[src/buffer_cache_getblk_brelse_core_defines.svh]
// Assertion macros for the buffer cache core
`ifndef BUFFER_CACHE_GETBLK_BRELSE_CORE_DEFINES_SVH
`define BUFFER_CACHE_GETBLK_BRELSE_CORE_DEFINES_SVH
`ifndef ASSERT_OFF
`define BC_ASSERT_IMP(lbl, clk, rst_n, ante, cons) \
  lbl: assert property (@(posedge clk) disable iff (!rst_n) (ante) |-> (cons)) \
    else $error("assertion failed");
`define BC_ASSERT_NXT(lbl, clk, rst_n, ante, cons) \
  lbl: assert property (@(posedge clk) disable iff (!rst_n) (ante) |=> (cons)) \
    else $error("assertion failed");
`else
`define BC_ASSERT_IMP(lbl, clk, rst_n, ante, cons)
`define BC_ASSERT_NXT(lbl, clk, rst_n, ante, cons)
`endif
`endif

[src/bc_pkg.sv]
`timescale 1ns / 1ps
// ---------------------------------------------------------------------------
// bc_pkg
// Types and codes shared by the buffer cache core.
// ---------------------------------------------------------------------------
package bc_pkg;
  localparam int NUM_BUFFERS_DEF = 8;
  localparam int BLOCK_BITS_DEF  = 16;

  typedef enum logic [1:0] {ST_FREE = 2'd0, ST_BUSY = 2'd1, ST_DELAYED = 2'd2} bstat_t;

  typedef enum logic [2:0] {
    OC_HIT = 3'd0, OC_MISS = 3'd1, OC_RETRY_BUSY = 3'd2, OC_RETRY_EMPTY = 3'd3,
    OC_RELEASED = 3'd4, OC_REL_ERROR = 3'd5, OC_WRITEBACK = 3'd6
  } outc_t;

  typedef enum logic [2:0] {
    S_INIT, S_IDLE, S_SCAN, S_DECIDE, S_LINK, S_OUT
  } fsm_t;

  typedef struct packed {
    logic [2:0]  outcome;
    logic [2:0]  index;
    logic [15:0] blk;
    logic        last;
  } res_t;
endpackage

[src/bc_out_reg.sv]
`timescale 1ns / 1ps
// ---------------------------------------------------------------------------
// bc_out_reg
// Result beat register between the sequencer and the master port.
// ---------------------------------------------------------------------------
module bc_out_reg import bc_pkg::*; (
  input  logic        clk,
  input  logic        rst_n,
  input  logic        push,
  input  res_t        din,
  output logic        full,
  output logic        tvalid,
  input  logic        tready,
  output res_t        dout
);
  logic vld_r;
  res_t dat_r;
  always_ff @(posedge clk) begin
    if (!rst_n) begin
      vld_r <= 1'b0;
    end else if (push) begin
      vld_r <= 1'b1;
    end else if (tready) begin
      vld_r <= 1'b0;
    end
  end
  always_ff @(posedge clk) begin
    if (push) begin
      dat_r <= din;
    end
  end
  assign full   = vld_r && !tready;
  assign tvalid = vld_r;
  assign dout   = dat_r;
endmodule

[src/buffer_cache_getblk_brelse_core.sv]
`timescale 1ns / 1ps
// ---------------------------------------------------------------------------
// Buffer cache core: get/release on a pool of block buffers, one comparator.
// A request is scanned over every buffer, then decided; a grant or release adds a
// link step, a writeback an extra result beat, and output stalls hold the decide step.
// Requests are taken only in idle. Reset or a pool_size write re-initialises the pool.
// ---------------------------------------------------------------------------
`include "buffer_cache_getblk_brelse_core_defines.svh"
module buffer_cache_getblk_brelse_core import bc_pkg::*; #(
  parameter int NUM_BUFFERS = NUM_BUFFERS_DEF,
  parameter int BLOCK_BITS  = BLOCK_BITS_DEF
) (
  input  logic        clk,
  input  logic        rst_n,
  input  logic        in_tvalid,
  output logic        in_tready,
  input  logic [23:0] in_tdata,   // disk_block[15:0], process_id[23:16]
  input  logic [1:0]  in_tuser,   // kind[0], release_status[1]
  output logic        out_tvalid,
  input  logic        out_tready,
  output logic [23:0] out_tdata,  // outcome[2:0], buffer_index[5:3], result_block[21:6]
  output logic        out_tlast,
  input  logic        cfg_valid,
  output logic        cfg_ready,
  input  logic [3:0]  cfg_data
);
  localparam int IW = (NUM_BUFFERS > 1) ? $clog2(NUM_BUFFERS) : 1;
  localparam int CW = $clog2(NUM_BUFFERS + 1);

  logic [BLOCK_BITS-1:0] tag_r [NUM_BUFFERS];
  logic [7:0]            own_r [NUM_BUFFERS];
  bstat_t                st_r  [NUM_BUFFERS];
  logic [IW-1:0]         nx_r  [NUM_BUFFERS];
  logic [IW-1:0]         pv_r  [NUM_BUFFERS];
  logic [NUM_BUFFERS-1:0] vld_r, inl_r;
  logic [IW-1:0] head_r, tail_r;
  logic [CW-1:0] cnt_r, n_r;
  logic [3:0]    psz_r;

  fsm_t state_r, state_nxt;
  logic [IW-1:0] ptr_r;
  logic          hit_r;
  logic [IW-1:0] hidx_r;
  logic          kind_r, rel_r, wb_r;
  logic [BLOCK_BITS-1:0] blk_r;
  logic [7:0]    pid_r;
  logic [IW-1:0] e_r;
  res_t          res;
  logic          push, full, finish;
  res_t          od;

  logic [CW-1:0] nsz;
  always_comb begin
    if (psz_r == 4'd0) nsz = CW'(1);
    else if ({28'd0, psz_r} > 32'(NUM_BUFFERS)) nsz = CW'(NUM_BUFFERS);
    else nsz = CW'(psz_r);
  end

  wire last_ptr = ({{(32-IW){1'b0}}, ptr_r} == 32'(NUM_BUFFERS - 1));
  wire tag_eq   = vld_r[ptr_r] && (tag_r[ptr_r] == blk_r);

  assign cfg_ready = (state_r == S_IDLE) && !out_tvalid;
  assign in_tready = (state_r == S_IDLE) && !(cfg_valid && cfg_ready);

  // Result selection
  logic [IW-1:0] hd;
  always_comb begin
    hd = head_r;
    res = '0;
    finish = 1'b1;
    if (kind_r == 1'b0) begin
      if (hit_r) begin
        res.index = 3'(hidx_r);
        res.blk = 16'(tag_r[hidx_r]);
        res.outcome = (st_r[hidx_r] == ST_BUSY) ? OC_RETRY_BUSY : OC_HIT;
      end else if (cnt_r == '0) begin
        res.outcome = OC_RETRY_EMPTY;
        res.blk = 16'(blk_r);
      end else if (st_r[hd] == ST_DELAYED && !wb_r) begin
        res.outcome = OC_WRITEBACK;
        res.index = 3'(hd);
        res.blk = 16'(tag_r[hd]);
        finish = 1'b0;
      end else begin
        res.outcome = OC_MISS;
        res.index = 3'(hd);
        res.blk = 16'(blk_r);
      end
    end else begin
      if (!hit_r) begin
        res.outcome = OC_REL_ERROR;
        res.blk = 16'(blk_r);
      end else begin
        res.index = 3'(hidx_r);
        res.blk = 16'(tag_r[hidx_r]);
        res.outcome = (st_r[hidx_r] == ST_BUSY) ? OC_RELEASED : OC_REL_ERROR;
      end
    end
    res.last = finish;
  end

  assign push = (state_r == S_DECIDE) && !full;

  always_comb begin
    state_nxt = state_r;
    case (state_r)
      S_INIT:   if (last_ptr) state_nxt = S_IDLE;
      S_IDLE: begin
        if (cfg_valid && cfg_ready) state_nxt = S_INIT;
        else if (in_tvalid) state_nxt = S_SCAN;
      end
      S_SCAN:   if (last_ptr) state_nxt = S_DECIDE;
      S_DECIDE: begin
        if (push) begin
          if (!finish) state_nxt = S_DECIDE;
          else if (res.outcome == OC_HIT || res.outcome == OC_MISS ||
                   res.outcome == OC_RELEASED) state_nxt = S_LINK;
          else state_nxt = S_IDLE;
        end
      end
      S_LINK:   state_nxt = S_IDLE;
      default:  state_nxt = S_IDLE;
    endcase
  end

  always_ff @(posedge clk) begin
    if (!rst_n) begin
      state_r <= S_INIT;
      ptr_r <= '0;
      psz_r <= 4'd8;
      n_r <= CW'(NUM_BUFFERS);
      vld_r <= '0;
      inl_r <= '0;
      head_r <= '0;
      tail_r <= '0;
      cnt_r <= '0;
      wb_r <= 1'b0;
      hit_r <= 1'b0;
    end else begin
      state_r <= state_nxt;
      case (state_r)
        S_INIT: begin
          if (ptr_r == '0) n_r <= nsz;
          tag_r[ptr_r] <= '0;
          own_r[ptr_r] <= '0;
          st_r[ptr_r] <= ST_FREE;
          vld_r[ptr_r] <= 1'b0;
          inl_r[ptr_r] <= (CW'(ptr_r) < nsz);
          nx_r[ptr_r] <= ((CW'(ptr_r) + CW'(1)) == nsz) ? '0 : ptr_r + 1'b1;
          pv_r[ptr_r] <= (ptr_r == '0) ? IW'(nsz - 1'b1) : ptr_r - 1'b1;
          head_r <= '0;
          tail_r <= IW'(nsz - 1'b1);
          cnt_r <= nsz;
          ptr_r <= last_ptr ? '0 : ptr_r + 1'b1;
        end
        S_IDLE: begin
          if (cfg_valid && cfg_ready) begin
            psz_r <= cfg_data;
          end else if (in_tvalid) begin
            kind_r <= in_tuser[0];
            rel_r <= in_tuser[1];
            blk_r <= BLOCK_BITS'(in_tdata[15:0]);
            pid_r <= in_tdata[23:16];
            hit_r <= 1'b0;
            wb_r <= 1'b0;
          end
        end
        S_SCAN: begin
          if (tag_eq && !hit_r) begin
            hit_r <= 1'b1;
            hidx_r <= ptr_r;
          end
          ptr_r <= last_ptr ? '0 : ptr_r + 1'b1;
        end
        S_DECIDE: begin
          if (push) begin
            if (!finish) begin
              st_r[hd] <= ST_FREE;
            end
            e_r <= hit_r ? hidx_r : hd;
            ptr_r <= '0;
            wb_r <= !finish;
          end
        end
        S_LINK: begin
          if (kind_r == 1'b0) begin
            st_r[e_r] <= ST_BUSY;
            own_r[e_r] <= pid_r;
            if (!hit_r) begin
              tag_r[e_r] <= blk_r;
              vld_r[e_r] <= 1'b1;
            end
            if (inl_r[e_r] && cnt_r != '0) begin
              inl_r[e_r] <= 1'b0;
              cnt_r <= cnt_r - 1'b1;
              if (cnt_r != CW'(1)) begin
                nx_r[pv_r[e_r]] <= nx_r[e_r];
                pv_r[nx_r[e_r]] <= pv_r[e_r];
                if (head_r == e_r) head_r <= nx_r[e_r];
                if (tail_r == e_r) tail_r <= pv_r[e_r];
              end
            end
          end else begin
            st_r[e_r] <= rel_r ? ST_DELAYED : ST_FREE;
            if (!inl_r[e_r]) begin
              inl_r[e_r] <= 1'b1;
              cnt_r <= cnt_r + 1'b1;
              tail_r <= e_r;
              if (cnt_r == '0) begin
                nx_r[e_r] <= e_r;
                pv_r[e_r] <= e_r;
                head_r <= e_r;
              end else begin
                pv_r[e_r] <= tail_r;
                nx_r[e_r] <= head_r;
                nx_r[tail_r] <= e_r;
                pv_r[head_r] <= e_r;
              end
            end
          end
        end
        default: ;
      endcase
    end
  end

  bc_out_reg u_out (
    .clk(clk), .rst_n(rst_n), .push(push), .din(res), .full(full),
    .tvalid(out_tvalid), .tready(out_tready), .dout(od)
  );

  assign out_tdata = {2'b00, od.blk, od.index, od.outcome};
  assign out_tlast = od.last;

  `BC_ASSERT_IMP(a_cnt_range, clk, rst_n, 1'b1, cnt_r <= n_r)
  `BC_ASSERT_NXT(a_in_busy, clk, rst_n, in_tvalid && in_tready, !in_tready)
  `BC_ASSERT_IMP(a_push_room, clk, rst_n, push, !full)
endmodule

[config.mk]
export PLATFORM = sky130hd
export DESIGN_NAME = buffer_cache_getblk_brelse_core
export DESIGN_NICKNAME = d
export VERILOG_FILES = /design/src/bc_pkg.sv /design/src/bc_out_reg.sv /design/src/buffer_cache_getblk_brelse_core.sv
export VERILOG_INCLUDE_DIRS = /design/src /design/src/src
export SDC_FILE = /design/constraint.sdc
export NUM_CORES = 1
export LEC_CHECK = 0
export ABC_AREA = 1
export BUFFER_PORTS_ARGS = -buffer_cell sky130_fd_sc_hd__buf_2
export CELL_PAD_IN_SITES_DETAIL_PLACEMENT = 0
export CELL_PAD_IN_SITES_GLOBAL_PLACEMENT = 1
export CORE_UTILIZATION = 48
export CTS_CLUSTER_SIZE = 16
export DETAILED_ROUTE_END_ITERATION = 10
export PLACE_DENSITY_LB_ADDON = 0.1
export RECOVER_POWER = 25
export SYNTH_ARGS = -nofsm -noshare
export SYNTH_HDL_FRONTEND = slang
export SYNTH_HIERARCHICAL = 1
export SYNTH_SLANG_ARGS = --single-unit
export TNS_END_PERCENT = 100
[constraint.sdc]
create_clock -name clk -period 3.6 [get_ports clk]
set_input_delay 0.18 -clock clk [delete_from_list [all_inputs] [get_ports clk]]
set_output_delay 0.18 -clock clk [all_outputs]
set_load 0.1 [all_outputs]
### Word-level counts from Yosys, hierarchy flattened

Memories as Yosys holds them, arrays and structs flattened. A register that Yosys moved wholly into a read port is not among the register bits.
Index checks and enable logic that the tools add are counted.

* output and inout port bits: 28
* memories: 4
* word-level logic and storage cells: 272
* bits in writable memories: 192
* flip-flop bits (word level): 86

* $lt $le $gt $ge: 6
* reductions and logical operators: 51
* equality and inequality tests: 29
* muxes and demuxes: 146
* bitwise logic cells: 10
* add/sub/neg operators: 6

Memory list
* tag_r: depth 8, width 16, rd ports 3, clocked after Yosys merged registers in 3, wr ports 1, line buffer_cache_getblk_brelse_core.sv:30 `logic [BLOCK_BITS-1:0] tag_r [NUM_BUFFERS];`
* nx_r: depth 8, width 3, rd ports 1, clocked after Yosys merged registers in 1, wr ports 2, line buffer_cache_getblk_brelse_core.sv:33 `logic [IW-1:0] nx_r [NUM_BUFFERS];`
* pv_r: depth 8, width 3, rd ports 1, clocked after Yosys merged registers in 1, wr ports 2, line buffer_cache_getblk_brelse_core.sv:34 `logic [IW-1:0] pv_r [NUM_BUFFERS];`
* st_r: depth 8, width 2, rd ports 2, clocked after Yosys merged registers in 2, wr ports 1, line buffer_cache_getblk_brelse_core.sv:32 `bstat_t st_r [NUM_BUFFERS];`

Operator list (number)
* 3-bit 2-to-1 mux: 49
* 22-bit 2-to-1 mux: 3
* 1-bit 2-to-1 mux: 62
* 16-bit 2-to-1 mux: 3
* 8-bit 2-to-1 mux: 5
* 8-bit one-hot mux with 2 select lines: 2
* 4-bit 2-to-1 mux: 5
* 3-bit inequality test (second input constant): 6
* 3-bit one-hot mux with 2 select lines: 3
* 8-bit bitwise AND: 2
* 16-bit == test: 1
* 2-bit inequality test (second input constant): 8
* 8-bit NOT: 2
* 8-bit OR: 2
* 4-bit AND reduction: 4
* 16-bit OR reduction: 1
* 3-bit one-hot mux with 4 select lines: 1
* 3-bit AND reduction: 4
* 3-bit OR reduction: 4
* 1-bit logical AND: 11
* 2-bit 2-to-1 mux: 5
* 2-bit nonzero test: 5
* 3-bit == test (second input constant): 3
* 3-bit zero test: 3
* other kinds (32): 54

### Depth between registers and ports, before layout

Gate-level depths: netlist of run 1.

* depth after elaboration: 14
* gate-level depth with buffers: 18
* depth with buffers taken out: 17

### By module

Netlist of run 1, hierarchy kept.

By module, submodules not included
* buffer_cache_getblk_brelse_core: area an instance 16035.4 sq um, cells each 2048, seq. area each 7487.2 sq um, instances 1
* bc_out_reg: area an instance 740.7 sq um, cells each 30, seq. area each 710.7 sq um, instances 1

### Worst setup path after synthesis of run 1

No wires, ideal clock.

* path kind: reg-to-reg
* from: register u_out.vld_r, in the netlist u_out/tvalid
* to: register wb_r
* data arrival time: 3.173 ns
* setup slack: 0.357 ns
* required time: 3.530 ns
* stages on the path, launching flop included: 7
* period minus slack after synthesis: 3.243 ns
* path buffers: 0
* library setup time: 0.070 ns
* cell sequence: dfxtp_1 nor3b_2 nor2_1 inv_1 a211oi_1 o21ai_0 a21oi_1

* cells in the longest elaborated chain, start to end: 5

Ends and longest elaborated chain
* from (decl): line bc_out_reg.sv:16 `logic vld_r;`
* from (signal assigned): line bc_out_reg.sv:20 `vld_r <= 1'b0;`
* from (signal assigned): line bc_out_reg.sv:22 `vld_r <= 1'b1;`
* from (signal assigned): line bc_out_reg.sv:24 `vld_r <= 1'b0;`
* 1-bit zero test or 1-bit logical AND (tied branches): line buffer_cache_getblk_brelse_core.sv:62, bc_out_reg.sv:32
* 1-bit logical AND or 1-bit zero test (tied branches): line buffer_cache_getblk_brelse_core.sv:62, buffer_cache_getblk_brelse_core.sv:102
* 1-bit logical AND (on tied branches): line buffer_cache_getblk_brelse_core.sv:157, buffer_cache_getblk_brelse_core.sv:102
* 2-bit inequality test (no line)
* 4-bit AND reduction (no line) *
* to (signal assigned): line buffer_cache_getblk_brelse_core.sv:182 `wb_r <= !finish;`
* to (decl): line buffer_cache_getblk_brelse_core.sv:44 `logic kind_r, rel_r, wb_r;`

Every way passes the cells marked *; elsewhere a longest branch is shown, timed or not.
A chain may end at the register's enable or synchronous reset.

==> qor.txt, run 1 <==
Share of layout cells above drive strength 1 -> 0.0978
Hold Violations, Final -> 0
Clock Tree Root -> clkbuf_16
Worst slew pin tran -> 1.18 ns
Routability cong. -> 0.870
Total Neg Setup Slack -> 0 ns
Cell Area, Synth -> 16800 um^2
Mapped Cells -> 2078
Count of different cell masters after synthesis -> 52
Most used DFF post-synth -> edfxtp_1
Core Region -> 34500 um^2
First-pass GRT wire length -> 80500 um
CP dominant cell by count -> nand3_1
Peak supply drop -> 0.357 mV
Via-per-instance ratio -> 5.64
Pins over their slew limit -> 0
Slowest CP cell -> o21ai_2
Non-Filler Instances -> 2603
Largest net degree at the start of global routing -> 87
Worst-skew pair later-pin latency -> 0.53 ns
Fmax -> 309 MHz
Outcome -> complete, no violations
Number of diodes -> 0
Crit share post-route -> 0.900
Power Dens Cells -> 485 nW/um^2
Post-synth EDFFs -> 239
Tmin final -> 3.24 ns
NumNets Final -> 2171
DRC violations left -> 0
Drt wl/cell -> 20.0 um
Die width -> 189 um
Tot GR Track Use -> 0.294
FP Rows -> 68
# IOs -> 63
Critical path class -> reg2reg
Final setup vio count -> 0
Routed WL -> 52200 um
CP top delay family -> compound AO/OA/AOI/OAI gates
H-tree depth -> 2
Min-delay worst type -> in2reg
Worst-path clk slew -> 0.06 ns
Clk buf depth -> 3
Syn. warnings -> 6
Starting density of the core -> 0.487
Mean Syn Cell Area -> 8.07 um^2
Max-slew headroom -> 0.214
Max-cap violations -> 0
#FFs+latches synth -> 290
CTS tree -> built
Total CTS buffers -> 35
Hold_buf cts -> 24
First-pass DRT Iterations -> 6
Port Buffer Count -> 52
Worst Setup Slack post-DPL -> 0.560 ns
Final Skew -> 0.0148 ns
Delay of the slowest critical-path stage -> 0.75 ns
Total power draw -> 9.14 mW
Layout area overhead -> 12.3%
Die Height -> 189 um
Crit-path cells -> inv_1 -> nand3_1 -> nand3_1 -> nand2_1 -> nand3_1 -> o21ai_2 -> buf_4 -> o221ai_1
PostCTS Resize Cnt -> 0
Area of the die -> 35700 um^2
Cell total after placement -> 2519
Buf/Inv on CP -> 2
DP HPWL -> 33200 um
Leak -> 7.59 nW
CP arrival -> 3.49 ns
Vias in the first global route -> 14300
Setup bufs post-CTS -> 0
FILL cells -> 3221
DR iter-0 viols -> 1262
Worst-path maximum fanout -> 16
Worst path required time -> 3.85 ns
Clock Sinks -> 290
RSZ-0062 raised after global routing -> no
Async S/R FF share, synth -> 0
Initial antenna violation count -> 0
Hold_ws -> 0.101 ns
Remaining antenna violation count -> 0
Nature of the critical path endpoint -> flip-flop
Startpoint types -> flip-flop
Seq/Total Area, Yosys -> 0.489
Via count -> 14700
Total gr overflow -> 0
Final worst setup slack -> 0.359 ns
-- layout by cell type (no fill, tap or decap), types with 14 or more instances in the layout --
cell,n
nor2_2,14
o21ai_1,19
nor3_1,15
o21ai_0,248
o221ai_1,17
nand3_1,201
dfxtp_1,47
edfxtp_1,239
a31oi_1,16
buf_4,41
o211ai_1,34
nor2_4,15
clkbuf_16,39
dlygate4sd3_1,24
nor2_1,139
clkbuf_1,32
buf_2,26
inv_1,236
nand2_1,433
a21oi_1,164
-- final timing paths --
path	startpoint	endpoint	slack, ns	depth (start not counted)
max	flip-flop	u_out/dout[15]	0.36	8
min	in_tvalid	state_r[0]	0.10	6
max reg2reg	flip-flop	u_out/dout[15]	0.36	8
min reg2reg	vld_r[0]	vld_r[0]	0.46	2
-- where the power goes --
group | internal (mW) | switching (mW) | total [mW]
logic | 0.455 | 1.08 | 1.53
registers | 3.80 | 0.0906 | 3.89
clock network | 2.28 | 1.44 | 3.72
-- flip-flops by register name, indices dropped and copies added (netlist names), 3 cells and up, named ones only --
register	flops
hidx_r	3
tail_r	3
blk_r	16
ptr_r	3
u_out/dout	23
tag_r	128
psz_r	4
st_r	16
cnt_r	4
hd	3
state_r	3
pv_r	24
nx_r	24
e_r	3
vld_r	8
-- layer usage --
layer / track usage / vias up / part of all wire
li1: - / 7175 / -
met1: 0.361 / 6789 / 0.40
met2: 0.513 / 585 / 0.49
met3: 0.0360 / 143 / 0.066
met4: 0.138 / 0 / 0.044
met5: 0 / - / 0
-- worst min-delay path: cells and delay by family --
family,cells,cell delay [ns]
AO/OA/AOI/OAI,1,0.06
buffers and inverters,2,0.14
AND/OR/NAND/NOR,3,0.19
-- stage by stage --
stage | area (um^2) | util
5_1_grt | 18800 | 0.547
3_5_place_dp | 17500 | 0.508
4_1_cts | 18900 | 0.549
2_1_floorplan | 16800 | -
6_report | 18800 | 0.547
3_3_place_gp | 17500 | 0.508
-- synthesized netlist by cell type, types with 17 or more instances --
library cell    n  area [um^2]
inv_1         233          875
nand2_1       432         1620
nor2_1        144          541
o221ai_1       17          149
nand3_1       200         1000
o21ai_0       248         1240
clkbuf_1       62          233
o211ai_1       34          255
edfxtp_1      239         7180
dfxtp_1        51         1020
a21oi_1       164          821
o21ai_1        19         95.1
inv_2          17         63.8
buf_2          29          145
-- cell families (layout without fill, tap and decap cells) --
kind of cell | count (synthesis) | after routing | synth area share
AND/OR/NAND/NOR | 863 | 863 | 0.234
other | 1 | 2 | 0.000224
adder cells (fa/ha/maj) | 11 | 11 | 0.00820
buffers and inverters | 368 | 437 | 0.0883
flip-flops | 290 | 290 | 0.489
XOR/XNOR | 8 | 8 | 0.00418
AO/OA/AOI/OAI | 537 | 537 | 0.176
-- final cells by class --
cell class              count  area [um^2]  share of cell area
flip-flops and latches    290         8210               0.435
multi-input cells        1421         7090               0.376
clock buffers              45         1020              0.0540
inverters                 255          965              0.0512
repair buffers            122          813              0.0432
well taps                 455          569              0.0302
clock inverters            15          183             0.00969
(Power assumes the default switching activity.)
==> run 2: changes to the inputs <==
- CORE_UTILIZATION: 48 -> 47
- SYNTH_HIERARCHICAL: 1 -> unset
==> run 2 against run 1 <==
The run now ends with capacitance limit, slew limit left. First-iteration DRC count grew 15%. Wire length grew 1.7%. Sequential share of layout area grew 0.073 points. Combinational power grew to 3.2 times the previous value. Highest routed layer unchanged. Critical path type unchanged.
==> qor.txt, run 2 <==
Number of diodes -> 0
DRC violations left -> 0
Fin util -> 0.543
NumNets Final -> 2181
CP arrival -> 3.42 ns
Hold_buf cts -> 23
Total gr overflow -> 0
Power Dens Cells -> 685 nW/um^2
Commonest cells after routing, fill and taps aside -> 443 x nand2_1, 243 x inv_1, 239 x edfxtp_1
Reg2reg end -> pv_r[6][1]
Worst slew pin tran -> 1.92 ns
Crit share post-route -> 0.900
Nature of the critical path endpoint -> flip-flop
Synth top area cells -> edfxtp_1 43%, nand2_1 10%, o21ai_0 7.0%, dfxtp_1 6.2%, nand3_1 5.9%
Cell Area, Synth -> 16600 um^2
Seq/Total Area, Yosys -> 0.494
Max-cap violations -> 2
Count of different cell masters after synthesis -> 46
Failing checks -> capacitance limit, slew limit
#FFs+latches synth -> 290
Pins over their slew limit -> 28
Max reg flops -> 128
Tot GR Track Use -> 0.294
Initial antenna violation count -> 0
Async S/R FF share, synth -> 0
Peak supply drop -> 0.519 mV
Drt wl/cell -> 20.3 um
Area of the die -> 36100 um^2
Count leader, synth -> nand2_1
Clock Sinks -> 290
CTS tree -> built
Starting density of the core -> 0.479
H-tree depth -> 2
Min-delay src -> in_tvalid
Setup bufs post-CTS -> 0
Post-synth EDFFs -> 239
Hold Violations, Final -> 0
R2R Setup Slk -> 0.36 ns
DP HPWL -> 33900 um
Layout area overhead -> 13.3%
Routed WL -> 53000 um
WHS Endpoint -> wb_r
Die Height -> 190 um
Min-delay worst type -> in2reg
Port Buffer Count -> 52
R2R cell count -> 14
# IOs -> 63
First-pass DRT Iterations -> 7
Fmax -> 309 MHz
Max-slew headroom -> -0.283
Via-per-instance ratio -> 5.70
Remaining antenna violation count -> 0
Leak -> 7.61 nW
Final Skew -> 0.0184 ns
Post-layout instance area -> 18800 um^2
Hold path cells -> 4
Total power draw -> 12.9 mW
Tmin final -> 3.24 ns
PostCTS Resize Cnt -> 0
Routability cong. -> 0.872
Worst-path maximum fanout -> 23
Die width -> 190 um
Vias in the first global route -> 14100
Worst-path clk slew -> 0.06 ns
RSZ-0062 raised after global routing -> no
Core Region -> 34600 um^2
Mean Syn Cell Area -> 7.99 um^2
Outcome -> finished, violations left
Leading cell type in the layout, fill and taps excluded -> nand2_1
DR iter-0 viols -> 1445
Largest net degree at the start of global routing -> 81
Most used DFF post-synth -> edfxtp_1
Biggest register -> tag_r
First-pass GRT wire length -> 80600 um
Total CTS buffers -> 35
Clock Tree Root -> clkbuf_16
FP Rows -> 68
Startpoint types -> flip-flop
Worst-skew pair later-pin latency -> 0.53 ns
Post-Place Cell Area -> 17500 um^2
Critical path class -> reg2reg
RR Startpoint -> state_r[0]
Clk buf depth -> 3
Via count -> 14900
Share of layout cells above drive strength 1 -> 0.0898
Mapped Cells -> 2078
Post-synth top area share -> 0.432
Syn. warnings -> 0
Largest registers -> tag_r x128, nx_r x24, pv_r x24
Synth top cells by count -> 443 x nand2_1, 241 x inv_1, 239 x edfxtp_1
Worst path required time -> 3.78 ns
Post-synth top area cell -> edfxtp_1
Final setup vio count -> 0
run 2: cell types whose count changed after synthesis, moves of 11 or more:
cell	before	now
nand2_1	432	443
nor2_4	15	4
o21ai_0	248	233
o21ai_1	19	56
run 2: area by class of cell:
| cell class | instances | area (um^2) |
|---|---|---|
| Clock buffer | 42 | 953 |
| Clock inverter | 21 | 176 |
| Fill cell | 3252 | 15800 |
| Inverter | 261 | 990 |
| Multi-Input combinational cell | 1416 | 6960 |
| Sequential cell | 290 | 8200 |
| Tap cell | 455 | 569 |
| Timing Repair Buffer | 131 | 956 |
run 2: how the worst max path moves through the flow:
stage                      start     endpoint  depth (start not counted)
global route               hit_r   st_r[0][0]                         11
global placement      state_r[0]  tag_r[4][1]                         10
detailed placement    state_r[0]  tag_r[4][1]                         10
CTS                   state_r[0]  tag_r[4][4]                         10
floorplan           u_out.tvalid         wb_r                          8
finish                state_r[0]   pv_r[6][1]                         14
run 2: metal layers:
| metal | share of wire | track usage | vias up | routed length (um) |
|---|---|---|---|---|
| li1 | - | - | 7203 | - |
| met4 | 0.040 | 0.121 | 0 | 2130 |
| met5 | 0 | 0 | - | 0 |
| met1 | 0.41 | 0.382 | 6941 | 21800 |
| met2 | 0.48 | 0.497 | 626 | 25400 |
| met3 | 0.070 | 0.0354 | 144 | 3720 |
run 2: kinds of logic after synthesis:
logic type | synth area share
AOI/OAI and AO/OA | 0.180
other | 0.000226
and+or+nand+nor | 0.226
buffers and inverters | 0.0885
xor gates and xnor gates | 0.00264
DFF | 0.494
adders and majority gates | 0.00829
run 2: per-stage QoR:
step                std cells  hold WS (ns)  setup WS, ns  TNS, ns
floorplan                2079         0.279       -0.0604  -0.0604
global placement         2530         0.358         0.560        0
detailed placement       2530         0.358         0.497        0
CTS                      2616         0.123         0.492        0
global route             2616         0.184         0.145        0
finish                   2616         0.154         0.360        0
run 2: report_power, final:
group	total [mW]	switching [mW]	internal, mW
logic	4.96	3.52	1.44
registers	4.46	0.276	4.19
clock network	3.47	1.42	2.05
total	12.9	5.22	7.67
run 2: worst max-delay path: stages (launching register included):
cell	delay, ns
dfxtp_1	0.34
nor2_4	0.18
nand2_4	0.06
buf_4	0.21
nor2_1	0.34
inv_1	0.36
nor2_2	0.18
inv_2	0.08
nor2_8	0.17
inv_4	0.10
nor2_8	0.13
inv_4	0.08
nor2_4	0.10
inv_4	0.10
o21ai_0	0.44
